--- config.mk ---
export PLATFORM = sky130hd
export DESIGN_NAME = ir_pulse_distance_sender_unit
export DESIGN_NICKNAME = d
export VERILOG_FILES = /design/src/design/irps_pkg.sv /design/src/design/ir_pulse_distance_sender_unit.sv
export SDC_FILE = /design/constraint.sdc
export NUM_CORES = 1
export LEC_CHECK = 0
export ABC_AREA = 1
export ABC_CLOCK_PERIOD_IN_PS = 2470
export BUFFER_PORTS_ARGS = -buffer_cell sky130_fd_sc_hd__buf_2
export CORE_UTILIZATION = 60
export CTS_BUF_LIST = sky130_fd_sc_hd__clkbuf_8
export DETAILED_ROUTE_END_ITERATION = 8
export MAX_ROUTING_LAYER = met4
export PLACE_DENSITY_LB_ADDON = 0.2
export SYNTH_ARGS = -nofsm -noshare
export SYNTH_HDL_FRONTEND = slang
export SYNTH_SLANG_ARGS = --single-unit
--- constraint.sdc ---
create_clock -name clk_i -period 2.47 [get_ports clk_i]
set_clock_uncertainty 0.05 [all_clocks]
set_input_delay 0.494 -clock clk_i [delete_from_list [all_inputs] [get_ports clk_i]]
set_output_delay 0.494 -clock clk_i [all_outputs]
set_load 0.05 [all_outputs]
--- src/design/irps_pkg.sv ---
// types, constants and helpers for the ir pulse distance sender
// no dependencies; used by ir_pulse_distance_sender_unit
package irps_pkg;

  localparam int unsigned FRAME_BITS = 16;
  localparam int unsigned BIT_IDX_W  = $clog2(FRAME_BITS);
  localparam int unsigned DUR_W      = 16;
  localparam int unsigned REP_W      = 3;
  localparam int unsigned CFG_IDX_W  = 3;
  localparam int unsigned CFG_DATA_W = 16;

  localparam logic [DUR_W-1:0] LEADER_MARK_RST  = DUR_W'(9000);
  localparam logic [DUR_W-1:0] LEADER_SPACE_RST = DUR_W'(4500);
  localparam logic [DUR_W-1:0] BIT_MARK_RST     = DUR_W'(560);
  localparam logic [DUR_W-1:0] ONE_SPACE_RST    = DUR_W'(1960);
  localparam logic [DUR_W-1:0] ZERO_SPACE_RST   = DUR_W'(560);
  localparam logic [REP_W-1:0] FRAME_REPEATS_RST = REP_W'(2);

  typedef enum logic [CFG_IDX_W-1:0] {
    CFG_LEADER_MARK   = 3'd0,
    CFG_LEADER_SPACE  = 3'd1,
    CFG_BIT_MARK      = 3'd2,
    CFG_ONE_SPACE     = 3'd3,
    CFG_ZERO_SPACE    = 3'd4,
    CFG_FRAME_REPEATS = 3'd5
  } cfg_idx_e;

  typedef enum logic [2:0] {
    PH_IDLE       = 3'd0,
    PH_LEAD_MARK  = 3'd1,
    PH_LEAD_SPACE = 3'd2,
    PH_BIT_MARK   = 3'd3,
    PH_BIT_SPACE  = 3'd4,
    PH_TRAIL_MARK = 3'd5
  } phase_e;

  typedef enum logic {
    REQ_TICK = 1'b0,
    REQ_SEND = 1'b1
  } req_type_e;

  typedef struct packed {
    logic       req_type;
    logic [4:0] player_id;
    logic [4:0] command_value;
  } req_t;

  typedef struct packed {
    logic led_on;
    logic busy_res;
    logic sequence_done;
    logic request_dropped;
  } res_t;

  function automatic logic led_level(input phase_e ph);
    logic lvl;
    lvl = (ph == PH_LEAD_MARK) || (ph == PH_BIT_MARK) || (ph == PH_TRAIL_MARK);
    return lvl;
  endfunction

  function automatic logic [FRAME_BITS-1:0] pack_frame(input logic [4:0] pid,
                                                       input logic [4:0] cmd);
    logic [15:0] w;
    w = {pid ^ cmd, cmd, pid, 1'b1};
    return FRAME_BITS'(w);
  endfunction

endpackage

--- src/design/ir_pulse_distance_sender_unit.sv ---
// a result beat appears in the cycle after its request beat is accepted
// throughput: one beat per cycle unless stalled; output register frees as read
// the phase fsm and duration counter update only on accepted beats
// reset: async active low; config/state regs load defaults, fsm returns to idle
// top level of the ir pulse distance sender; depends on irps_pkg
module ir_pulse_distance_sender_unit (
  input  logic                           clk_i,
  input  logic                           rst_ni,
  input  logic                           cfg_we_i,
  input  logic [irps_pkg::CFG_IDX_W-1:0]  cfg_idx_i,
  input  logic [irps_pkg::CFG_DATA_W-1:0] cfg_wdata_i,
  input  logic                           in_valid_i,
  output logic                           in_stall_o,
  input  irps_pkg::req_t                 in_data_i,
  output logic                           out_valid_o,
  input  logic                           out_stall_i,
  output irps_pkg::res_t                 out_data_o
);

  logic [irps_pkg::DUR_W-1:0] leader_mark_q, leader_space_q, bit_mark_q;
  logic [irps_pkg::DUR_W-1:0] one_space_q, zero_space_q;
  logic [irps_pkg::REP_W-1:0] frame_repeats_q;

  irps_pkg::phase_e                 phase_q, phase_d;
  logic [irps_pkg::FRAME_BITS-1:0]  frame_word_q, frame_word_d;
  logic [irps_pkg::BIT_IDX_W-1:0]   bit_index_q, bit_index_d;
  logic [irps_pkg::DUR_W-1:0]       duration_q, duration_d;
  logic [irps_pkg::REP_W-1:0]       repeats_q, repeats_d;
  logic [irps_pkg::BIT_IDX_W:0]     next_bit;
  logic [irps_pkg::REP_W-1:0]       repeats_inc;
  logic                             seq_done;

  logic           out_valid_q;
  irps_pkg::res_t out_data_q, res_d;
  logic           in_acc;

  assign in_stall_o  = out_valid_q && out_stall_i;
  assign in_acc      = in_valid_i && !in_stall_o;
  assign out_valid_o = out_valid_q;
  assign out_data_o  = out_data_q;

  // config registers
  always_ff @(posedge clk_i or negedge rst_ni) begin
    if (!rst_ni) begin
      leader_mark_q   <= irps_pkg::LEADER_MARK_RST;
      leader_space_q  <= irps_pkg::LEADER_SPACE_RST;
      bit_mark_q      <= irps_pkg::BIT_MARK_RST;
      one_space_q     <= irps_pkg::ONE_SPACE_RST;
      zero_space_q    <= irps_pkg::ZERO_SPACE_RST;
      frame_repeats_q <= irps_pkg::FRAME_REPEATS_RST;
    end else if (cfg_we_i) begin
      unique case (cfg_idx_i)
        irps_pkg::CFG_LEADER_MARK:   leader_mark_q   <= cfg_wdata_i;
        irps_pkg::CFG_LEADER_SPACE:  leader_space_q  <= cfg_wdata_i;
        irps_pkg::CFG_BIT_MARK:      bit_mark_q      <= cfg_wdata_i;
        irps_pkg::CFG_ONE_SPACE:     one_space_q     <= cfg_wdata_i;
        irps_pkg::CFG_ZERO_SPACE:    zero_space_q    <= cfg_wdata_i;
        irps_pkg::CFG_FRAME_REPEATS: frame_repeats_q <= cfg_wdata_i[irps_pkg::REP_W-1:0];
        default: ;
      endcase
    end
  end

  assign next_bit    = {1'b0, bit_index_q} + 1'b1;
  assign repeats_inc = repeats_q + 1'b1;

  // next state
  always_comb begin
    phase_d      = phase_q;
    frame_word_d = frame_word_q;
    bit_index_d  = bit_index_q;
    duration_d   = duration_q;
    repeats_d    = repeats_q;
    seq_done     = 1'b0;
    if (in_acc) begin
      if (in_data_i.req_type == irps_pkg::REQ_SEND) begin
        if (phase_q == irps_pkg::PH_IDLE) begin
          frame_word_d = irps_pkg::pack_frame(in_data_i.player_id, in_data_i.command_value);
          phase_d      = irps_pkg::PH_LEAD_MARK;
          bit_index_d  = '0;
          repeats_d    = '0;
          duration_d   = leader_mark_q;
        end
      end else if (phase_q != irps_pkg::PH_IDLE) begin
        if (duration_q <= irps_pkg::DUR_W'(1)) begin
          unique case (phase_q)
            irps_pkg::PH_LEAD_MARK: begin
              phase_d    = irps_pkg::PH_LEAD_SPACE;
              duration_d = leader_space_q;
            end
            irps_pkg::PH_LEAD_SPACE: begin
              phase_d     = irps_pkg::PH_BIT_MARK;
              bit_index_d = irps_pkg::BIT_IDX_W'(1);
              duration_d  = bit_mark_q;
            end
            irps_pkg::PH_BIT_MARK: begin
              phase_d    = irps_pkg::PH_BIT_SPACE;
              duration_d = frame_word_q[bit_index_q] ? one_space_q : zero_space_q;
            end
            irps_pkg::PH_BIT_SPACE: begin
              if (next_bit < (irps_pkg::BIT_IDX_W+1)'(irps_pkg::FRAME_BITS)) begin
                bit_index_d = next_bit[irps_pkg::BIT_IDX_W-1:0];
                phase_d     = irps_pkg::PH_BIT_MARK;
              end else begin
                phase_d = irps_pkg::PH_TRAIL_MARK;
              end
              duration_d = bit_mark_q;
            end
            irps_pkg::PH_TRAIL_MARK: begin
              repeats_d = repeats_inc;
              if (repeats_inc >= frame_repeats_q || frame_repeats_q == '0) begin
                phase_d    = irps_pkg::PH_IDLE;
                duration_d = '0;
                seq_done   = 1'b1;
              end else begin
                phase_d     = irps_pkg::PH_LEAD_MARK;
                bit_index_d = '0;
                duration_d  = leader_mark_q;
              end
            end
            default: begin
              phase_d    = irps_pkg::PH_IDLE;
              duration_d = '0;
            end
          endcase
        end else begin
          duration_d = duration_q - 1'b1;
        end
      end
    end
  end

  // result beat
  always_comb begin
    res_d = '0;
    if (in_data_i.req_type == irps_pkg::REQ_SEND) begin
      res_d.request_dropped = (phase_q != irps_pkg::PH_IDLE);
      res_d.led_on          = irps_pkg::led_level(phase_d);
      res_d.busy_res        = (phase_d != irps_pkg::PH_IDLE);
    end else if (phase_q != irps_pkg::PH_IDLE) begin
      res_d.led_on        = irps_pkg::led_level(phase_q);
      res_d.busy_res      = 1'b1;
      res_d.sequence_done = seq_done;
    end
  end

  always_ff @(posedge clk_i or negedge rst_ni) begin
    if (!rst_ni) begin
      phase_q     <= irps_pkg::PH_IDLE;
      bit_index_q <= '0;
      duration_q  <= '0;
      repeats_q   <= '0;
      out_valid_q <= 1'b0;
    end else begin
      phase_q     <= phase_d;
      bit_index_q <= bit_index_d;
      duration_q  <= duration_d;
      repeats_q   <= repeats_d;
      if (in_acc) begin
        out_valid_q <= 1'b1;
      end else if (!out_stall_i) begin
        out_valid_q <= 1'b0;
      end
    end
  end

  always_ff @(posedge clk_i) begin
    frame_word_q <= frame_word_d;
    if (in_acc) begin
      out_data_q <= res_d;
    end
  end

endmodule
== Yosys cells after proc, flatten, opt, wreduce, memory -nomap -nowiden ==
Cells that the tools add are included.
Word-level totals
  bits in registers: 129
  bits in latches: 0
  RAM bits: 0
  memory bits (read-only): 0
  input port bits: 35
  output and inout bits: 6
  logic and storage cells: 109
  memories: 0
Cells by class
  $add $sub $neg: 3
  multipliers: 0
  div/mod/pow operators: 0
  magnitude comparators: 4
  eq/ne operators: 17
  shift operators: 0
  multiplexer cells: 36
  bitwise gates (word level): 4
  reduce and logical (&&, ||, !) cells: 29
Operators with widths (count)
  16-bit two-way mux: 6
  16-bit one-hot mux with 4 select lines: 1
  3-bit two-way mux: 12
  4-bit two-way mux: 6
  16-bit by 1-bit <= comparator with 1-bit output, second input constant: 1
  16-bit by 1-bit subtractor with 16-bit output, second input constant: 1
  3-bit by 2-bit equality test with 1-bit output, second input constant: 5
  3-bit equality test, second input constant: 5
  3-bit one-hot mux with 5 select lines: 1
  4-bit one-hot mux with 3 select lines: 1
  2-bit AND reduction: 6
  3-bit by 1-bit equality test with 1-bit output, second input constant: 3
  3-bit logical NOT: 3
  1-bit two-way mux: 7
  7-bit AND reduction: 1
  3-bit != test, second input constant: 2
  3-bit AND reduction: 2
  2-bit nonzero test: 3
  3-bit nonzero test: 2
  4-bit by 1-bit adder with 5-bit output, second input constant: 1
  1-bit logical OR: 5
  4-bit by 5-bit less-than comparator with 1-bit output, second input constant: 1
  5-bit less-than comparator, second input constant: 1
  5-bit AND reduction: 1
  other kinds (12): 16

== Depth between registers and ports, before layout ==
Gate-level depths: netlist (run 1).
  word-level depth: 13
  gate-level depth with buffers: 16
  gate-level depth less buffers: 15

== Worst setup path before layout (run 1) ==
No wires, ideal clock.
  path type: in2reg
  from: in in_data_i[10] (netlist bit)
  to: reg frame_word_q[10] (netlist bit) (enable)
  setup time: 406 ps
  arrival time: 2273 ps
  required time: 2014 ps
  slack: -259 ps
  stages on the path: 4
  path buffers: 2
  cells stage by stage: clkbuf_1 > inv_1 > clkbuf_1 > nor3_1
On the way
  word-level cells in the longest chain between the ends: 1
Ends and longest elaborated chain
  from (decl): RTL line ir_pulse_distance_sender_unit.sv:14  | input irps_pkg::req_t in_data_i,
  3-bit AND reduction (no line)
  to (signal assigned): RTL line ir_pulse_distance_sender_unit.sv:168  | frame_word_q <= frame_word_d;
  to (decl): RTL line ir_pulse_distance_sender_unit.sv:25  | logic [irps_pkg::FRAME_BITS-1:0] frame_word_q, frame_word_d;
Every way passes these cells.
A chain may end at the register's enable or synchronous reset.

== Final worst setup path (run 1) ==
  from: reg repeats_q[0] (netlist bit)
  to: reg duration_q[15] (netlist bit)
On the way
  word-level cells in the longest chain between the ends: 8
Ends and longest elaborated chain
  from (decl): RTL line ir_pulse_distance_sender_unit.sv:28  | logic [irps_pkg::REP_W-1:0] repeats_q, repeats_d;
  from (signal assigned): RTL line ir_pulse_distance_sender_unit.sv:158  | repeats_q <= repeats_d;
  3-bit by 1-bit adder with 3-bit output: RTL line ir_pulse_distance_sender_unit.sv:65  | assign repeats_inc = repeats_q + 1'b1;
  3-bit greater-or-equal comparator: RTL line ir_pulse_distance_sender_unit.sv:111  | if (repeats_inc >= frame_repeats_q || frame_repeats_q == '0) begin
  1-bit logical OR: RTL line ir_pulse_distance_sender_unit.sv:111
  16-bit two-way mux: RTL line ir_pulse_distance_sender_unit.sv:111
  16-bit one-hot mux with 4 select lines: RTL line ir_pulse_distance_sender_unit.sv:86  | unique case (phase_q)
  16-bit two-way mux: RTL line ir_pulse_distance_sender_unit.sv:85  | if (duration_q <= irps_pkg::DUR_W'(1)) begin
  16-bit two-way mux: RTL line ir_pulse_distance_sender_unit.sv:84  | end else if (phase_q != irps_pkg::PH_IDLE) begin
  16-bit two-way mux: RTL line ir_pulse_distance_sender_unit.sv:76  | if (in_data_i.req_type == irps_pkg::REQ_SEND) begin
  to (signal assigned): RTL line ir_pulse_distance_sender_unit.sv:157  | duration_q <= duration_d;
  to (decl): RTL line ir_pulse_distance_sender_unit.sv:27  | logic [irps_pkg::DUR_W-1:0] duration_q, duration_d;
Every way passes these cells. The select of a mux whose other input is x is not followed.

==> results of run 1 <==
-- state kept, by name, summed over array words and instances (netlist names) --
signal and count:
out_valid_o 1, duration_q 16, leader_space_q 16, zero_space_q 16, one_space_q 16, leader_mark_q 16
frame_repeats_q 3, phase_q 3, repeats_q 3, out_data_o 4, bit_mark_q 16, bit_index_q 4
frame_word_q 15
-- final timing paths --
path                                     from                 end  cells after the start
setup reg to reg                 repeats_q[0]      duration_q[15]                     16
max in group asynchronous              rst_ni    leader_mark_q[3]                      3
setup / recovery                 repeats_q[0]      duration_q[15]                     16
hold reg to reg            frame_repeats_q[2]  frame_repeats_q[2]                      2
hold / removal                   in_data_i[1]     frame_word_q[7]                      1
min in group asynchronous              rst_ni      one_space_q[1]                      2
-- what timing repair did --
action,in CTS,in global routing
resized for setup,0,3
hold endpoints to repair,27,0
setup endpoints to repair,0,17
hold buffers,1,0
-- final cells by class --
class / count / area share (%)
multi-input combinational: 629 / 38.9
timing repair buffer: 59 / 4.97
clock buffer: 19 / 3.37
inverter: 110 / 5.33
clock inverter: 13 / 1.89
sequential: 129 / 43.3
tap: 140 / 2.26
-- critical path, delay by kind of cell (launching register included) --
| family | cells | cell delay, ps |
|---|---|---|
| AO/OA/AOI/OAI | 2 | 200 |
| adder cells (fa/ha/maj) | 2 | 610 |
| buffers and inverters | 3 | 250 |
| flip-flops | 1 | 420 |
| AND/OR/NAND/NOR | 9 | 710 |
-- cells by family (layout without fill, tap and decap cells) --
| group | Yosys count | after routing | share of synthesized area [%] |
|---|---|---|---|
| and+or+nand+nor | 457 | 457 | 28.3 |
| xor gates and xnor gates | 16 | 16 | 2.03 |
| DFF | 129 | 129 | 48.5 |
| adders and majority gates | 10 | 10 | 1.81 |
| AOI/OAI and AO/OA | 146 | 146 | 11.3 |
| buffers and inverters | 140 | 201 | 8.07 |
-- routing by layer --
| metal | up-vias | routed length [um] | part of all wire (%) | global-route usage (%) |
|---|---|---|---|---|
| li1 | 2946 | - | - | - |
| met1 | 2860 | 6980 | 40 | 36.6 |
| met4 | 0 | 556 | 3.2 | 16.1 |
| met2 | 164 | 8850 | 51 | 56.9 |
| met5 | - | 0 | 0 | - |
| met3 | 43 | 852 | 4.9 | 8.42 |
-- through the flow --
stage	util (%)	cells	cell area, sq um	hold slack, ps	worst slack (ps)
final	70.3	1099	7750	183	171
after global routing	70.3	1099	7750	159	20.7
after CTS	70.2	1099	7740	156	3.92
after detailed placement	66.4	1066	7320	419	94.2
after global placement	66.4	1066	7320	408	158
after floorplan	-	898	6920	148	179
-- report_power, final --
group / total (mW) / internal (mW) / switching, mW
Sequential: 2.82 / 2.55 / 0.269
Combinational: 1.18 / 0.440 / 0.741
Clock: 1.88 / 1.04 / 0.845
Total: 5.88 / 4.02 / 1.85
-- synth_stat cells, drive strengths merged, types with 4 or more instances --
master,n
nand2,307
inv,110
o21ai,108
dfrtp,87
nor2,66
nand3,60
dfstp,23
clkbuf,21
a21oi,20
edfxtp,19
xor2,15
ha,10
a22oi,9
buf,9
nand3b,8
nor3,5
a21boi,4
nand4,4
or2,4
==> reports/results.ini, run 1 <==
[run_status]
run_status = finished clean

[timing]
worst_pin_slew_ps = 606
slew_violations = 0
slew_headroom_pct = 59.6
fin_crit_ps = 2300
tns_ps = 0
finalHoldViolations = 0
final-setup-viol-count = 0
fmax_mhz = 435
grt_setup_unrepaired = no
fin_crit_sh_pct = 93.1

[worst_setup_path]
crit_chain = ha_1, ha_1, inv_1, a21oi_1, o21ai_2, nand2_1, nor2_4, buf_12, nand2_1, nand2_1, inv_1, nand2_1, nand2_1, nand2_1, nand2_1, nand2_1
slowest_delay_ps = 420
crit_required_ps = 2810
worst_ep_arrival_time_ps = 2640
critPathLaunchType = flop
cp-end-kind = flop
r2r_slack_ps = 170
crit_path_top_delay_cell = dfrtp_1
criticalPathCategory = reg2reg
crit_path_max_fanout = 15
crit_top_cell = nand2_1

[floorplan]
die_h_um = 109
start_util_pct = 62.7
io-pin-count = 41
dieArea_sq_um = 12000
num_rows = 38
coreArea_sq_um = 11000
die_w_um = 109

[logic_synthesis]
yosysSeqAreaShare_pct = 48.5
synth_top_area_cell = dfrtp_1
synth_warnings = 0
netlist-cell-type-count = 39
synth_top_area_share_pct = 31.5
synth_cells = 898
syn_avg_cell_area_sq_um = 7.70
synth_area_leaders = dfrtp_1, nand2_1, dfstp_2
synth_edf_count = 19
ys_ff_latch = 129
synth_nets = 943
syn_area_sq_um = 6910
synthFlopType = dfrtp_1
async_flop_share_pct = 85.3

[drt]
routedWlPerCell_um = 15.7
drcViolationCount = 0
antenna_left = 0
wl_um = 17200
num_vias = 6013
drt_iter0_drc = 436
firstDrtPassIters = 7
via_per_inst = 5.47

[clock_tree]
htreeDepth = 4
clk_latency_ps = 460
cts.path.max_buffers = 2
clk_pin_slew_ps = 70
cts_buffers = 17
clock-root-buffer = clkbuf_8
cts.sinks = 129
post_cts_buffers = 0
cts_tree = built

[global_routing]
grt_pass1_vias = 6103
overflow = 0
grt_usage_pct = 33.4
grt_antenna_before_repair = 0
grt_pass1_wl_um = 29000
grt_start_max_net_pins = 43

[worst_hold_path]
hold_class = in2reg

[cells_and_area]
antenna_cells = 0
multiInputGateArea_sq_um = 3020
seqCellArea_sq_um = 3350
final_common_cell = nand2_1
drive_gt1_share_pct = 14.9
fillers = 889
syn_to_final_growth_pct = 12.1
fin_nets = 991
final_cell_mix = nand2_1, inv_1, o21ai_0, dfrtp_1, nor2_1

[pwr]
powerDensity_nw_per_um2 = 758
ir_drop_mv = 0.543
power_mw = 5.88
p_leak_nw = 3.91

[placement]
post-dp-hpwl_um = 11900
io_buffers = 40
place.gp.congestion = 1.00

[flow_run]
maxCapViolCount = 0

Power figures use the tool's default switching activity.
==> inputs of run 2 (changes only) <==
- ABC_CLOCK_PERIOD_IN_PS: 2470 -> 1900
- CORE_UTILIZATION: 60 -> 57
- clock period: 2.47 -> 1.9 ns (I/O delays scaled with it)
==> reports/results.ini, run 2 (same netlist as run 1, synthesis figures left out) <==
[run_status]
run_status = finished with violations  ; was finished clean
violations = design-rule violations, negative setup slack

[worst_setup_path]
path_delay_family = simple AND/OR/NAND/NOR gates  ; unchanged
crit_path_max_fanout = 6  ; was 15
crit_chain = ha_1, ha_1, inv_1, a21oi_2, o21ai_2, nand2_2, nor2_4, buf_4, o21ai_1, nand3_1, nand2_1, nand2_1, nand2_1, nand2_1  ; was ha_1, ha_1, inv_1, a21oi_1, o21ai_2, nand2_1, nor2_4, buf_12, nand2_1, nand2_1, inv_1, nand2_1, nand2_1, nand2_1, nand2_1, nand2_1
crit_top_cell = nand2_1  ; unchanged
worst_ep_arrival_time_ps = 2640  ; about the same
crit_required_ps = 2160  ; was 2810 ps
critPathLaunchType = flop  ; unchanged
crit_path_top_delay_cell = dfrtp_1  ; unchanged
criticalPathCategory = reg2reg  ; unchanged
crit_buf_inv = 2  ; was 3
slowest_delay_ps = 390  ; was 420 ps
cp-end-kind = flop  ; unchanged

[drt]
routedWlPerCell_um = 15.5  ; was 15.7 um
firstDrtPassIters = 9  ; was 7
num_vias = 6308  ; was 6013
antenna_left = 0  ; unchanged
wl_um = 18200  ; was 17200 um
via_per_inst = 5.40  ; was 5.47
drt_iter0_drc = 508  ; was 436
drcViolationCount = 2  ; was 0

[clock_tree]
clock-root-buffer = clkbuf_8  ; unchanged
cts_buffers = 17  ; unchanged
cts.path.max_buffers = 2  ; unchanged
htreeDepth = 4  ; unchanged
cts.sinks = 129  ; unchanged
clk_pin_slew_ps = 70  ; about the same
cts_tree = built  ; unchanged
clk_latency_ps = 450  ; was 460 ps

[global_routing]
overflow = 0  ; unchanged
grt_antenna_before_repair = 0  ; unchanged
grt_start_max_net_pins = 51  ; was 43
grt_pass1_vias = 6201  ; was 6103
grt_pass1_wl_um = 29300  ; was 29000 um
grt_usage_pct = 31.0  ; was 33.4%

[cells_and_area]
antenna_cells = 0  ; unchanged
final_cell_mix = nand2_1, inv_1, o21ai_0, dfrtp_1, buf_4  ; was nand2_1, inv_1, o21ai_0, dfrtp_1, nor2_1
drive_gt1_share_pct = 26.0  ; was 14.9%
fin_cells = 1168  ; was 1099
final_area_sq_um = 8570  ; was 7750 sq um
fin_nets = 1057  ; was 991
syn_to_final_growth_pct = 24.0  ; was 12.1%
utilization_pct = 73.8  ; was 70.3%
final_common_cell = nand2_1  ; unchanged

[pwr]
powerDensity_nw_per_um2 = 935  ; was 758 nW/um^2
ir_drop_mv = 0.866  ; was 0.543 mV
power_mw = 8.02  ; was 5.88 mW
p_leak_nw = 4.40  ; was 3.91 nW

[floorplan]
die_h_um = 112  ; was 109 um
die_w_um = 112  ; was 109 um
start_util_pct = 59.5  ; was 62.7%
dieArea_sq_um = 12600  ; was 12000 sq um
io-pin-count = 41  ; unchanged
num_rows = 39  ; was 38
coreArea_sq_um = 11600  ; was 11000 sq um

[placement]
place.gp.congestion = 0.912  ; was 1.00
dp.cells = 1126  ; was 1066
io_buffers = 40  ; unchanged
placed_cell_area_sq_um = 7840  ; was 7320 sq um
post-dp-hpwl_um = 12000  ; was 11900 um

[worst_hold_path]
hold_class = in2reg  ; unchanged

[timing]
fmax_mhz = 421  ; was 435 MHz
setup_slack_ps = -477  ; was 171 ps
slew_violations = 0  ; unchanged
worst_pin_slew_ps = 496  ; was 606 ps
final-setup-viol-count = 23  ; was 0
slew_headroom_pct = 66.7  ; was 59.6%
finalHoldViolations = 0  ; unchanged
hold_ws_ps = 81.5  ; was 183 ps
fin_crit_sh_pct = 125  ; was 93.1%
grt_setup_unrepaired = yes  ; was no
fin_crit_ps = 2380  ; was 2300 ps

[flow_run]
maxCapViolCount = 0  ; unchanged

-- run 2: cell types whose count changed in the layout (fill, tap and decap cells not counted), sizes merged --
cell      change
buf          +65
clkinv        +1
clkinvlp      -1
inv           +1
-- run 2: worst reg2reg max path: stages (launching register included) --
cell     delay [ps]
dfrtp_1         390
ha_1            320
ha_1            280
inv_1            70
a21oi_2          40
o21ai_2         160
nand2_2          90
nor2_4          260
buf_4           180
o21ai_1          70
nand3_1          70
nand2_1          70
nand2_1          80
nand2_1          50
nand2_1          60
-- run 2: what timing repair did --
item / 4_1_cts / 5_1_grt
endpoints found under the hold margin: 13 / 0
buffers inserted: 6 / 4
cloned: 0 / 1
resized for setup: 8 / 75
endpoints found under the setup margin: 24 / 26
hold buffers: 1 / 0
pin swaps: 6 / 26
-- run 2: layout make-up --
type,count,area [sq um]
Sequential cell,129,3350
Multi-Input combinational cell,629,3250
Fill cell,905,3040
Timing Repair Buffer,125,977
Inverter,110,413
Clock buffer,18,248
Tap cell,143,179
Clock inverter,14,153
-- run 2: power breakdown --
group / internal, mW / total, mW / switching, mW
logic: 0.857 / 2.00 / 1.15
clock network: 1.31 / 2.39 / 1.08
registers: 3.31 / 3.62 / 0.308
total: 5.48 / 8.02 / 2.54
-- run 2: routing by layer --
| metal | vias up | global-route usage, % | share of wire, % |
|---|---|---|---|
| li1 | 3081 | - | - |
| met1 | 3022 | 35.8 | 42 |
| met2 | 160 | 53.0 | 51 |
| met3 | 45 | 4.97 | 4.0 |
| met4 | 0 | 15.0 | 3.4 |
| met5 | - | - | 0 |
-- run 2: through the flow --
stage / TNS [ps] / setup WS [ps]
6_report: -7960 / -477
4_1_cts: -6080 / -362
3_3_place_gp: -4320 / -292
2_1_floorplan: -3000 / -213
5_1_grt: -11900 / -632
3_5_place_dp: -5470 / -339
-- run 2: final timing paths --
kind | startpoint | endpoint | slack [ps] | cells after the start
hold / removal | in_data_i[9] | frame_word_q[5] | 80 | 1
hold reg to reg | zero_space_q[13] | zero_space_q[13] | 440 | 2
setup reg to reg | repeats_q[1] | out_data_o[2] | -480 | 14
setup / recovery | repeats_q[1] | out_data_o[2] | -480 | 14
max in group asynchronous | rst_ni | one_space_q[7] | 860 | 3
min in group asynchronous | rst_ni | bit_index_q[1] | 280 | 2
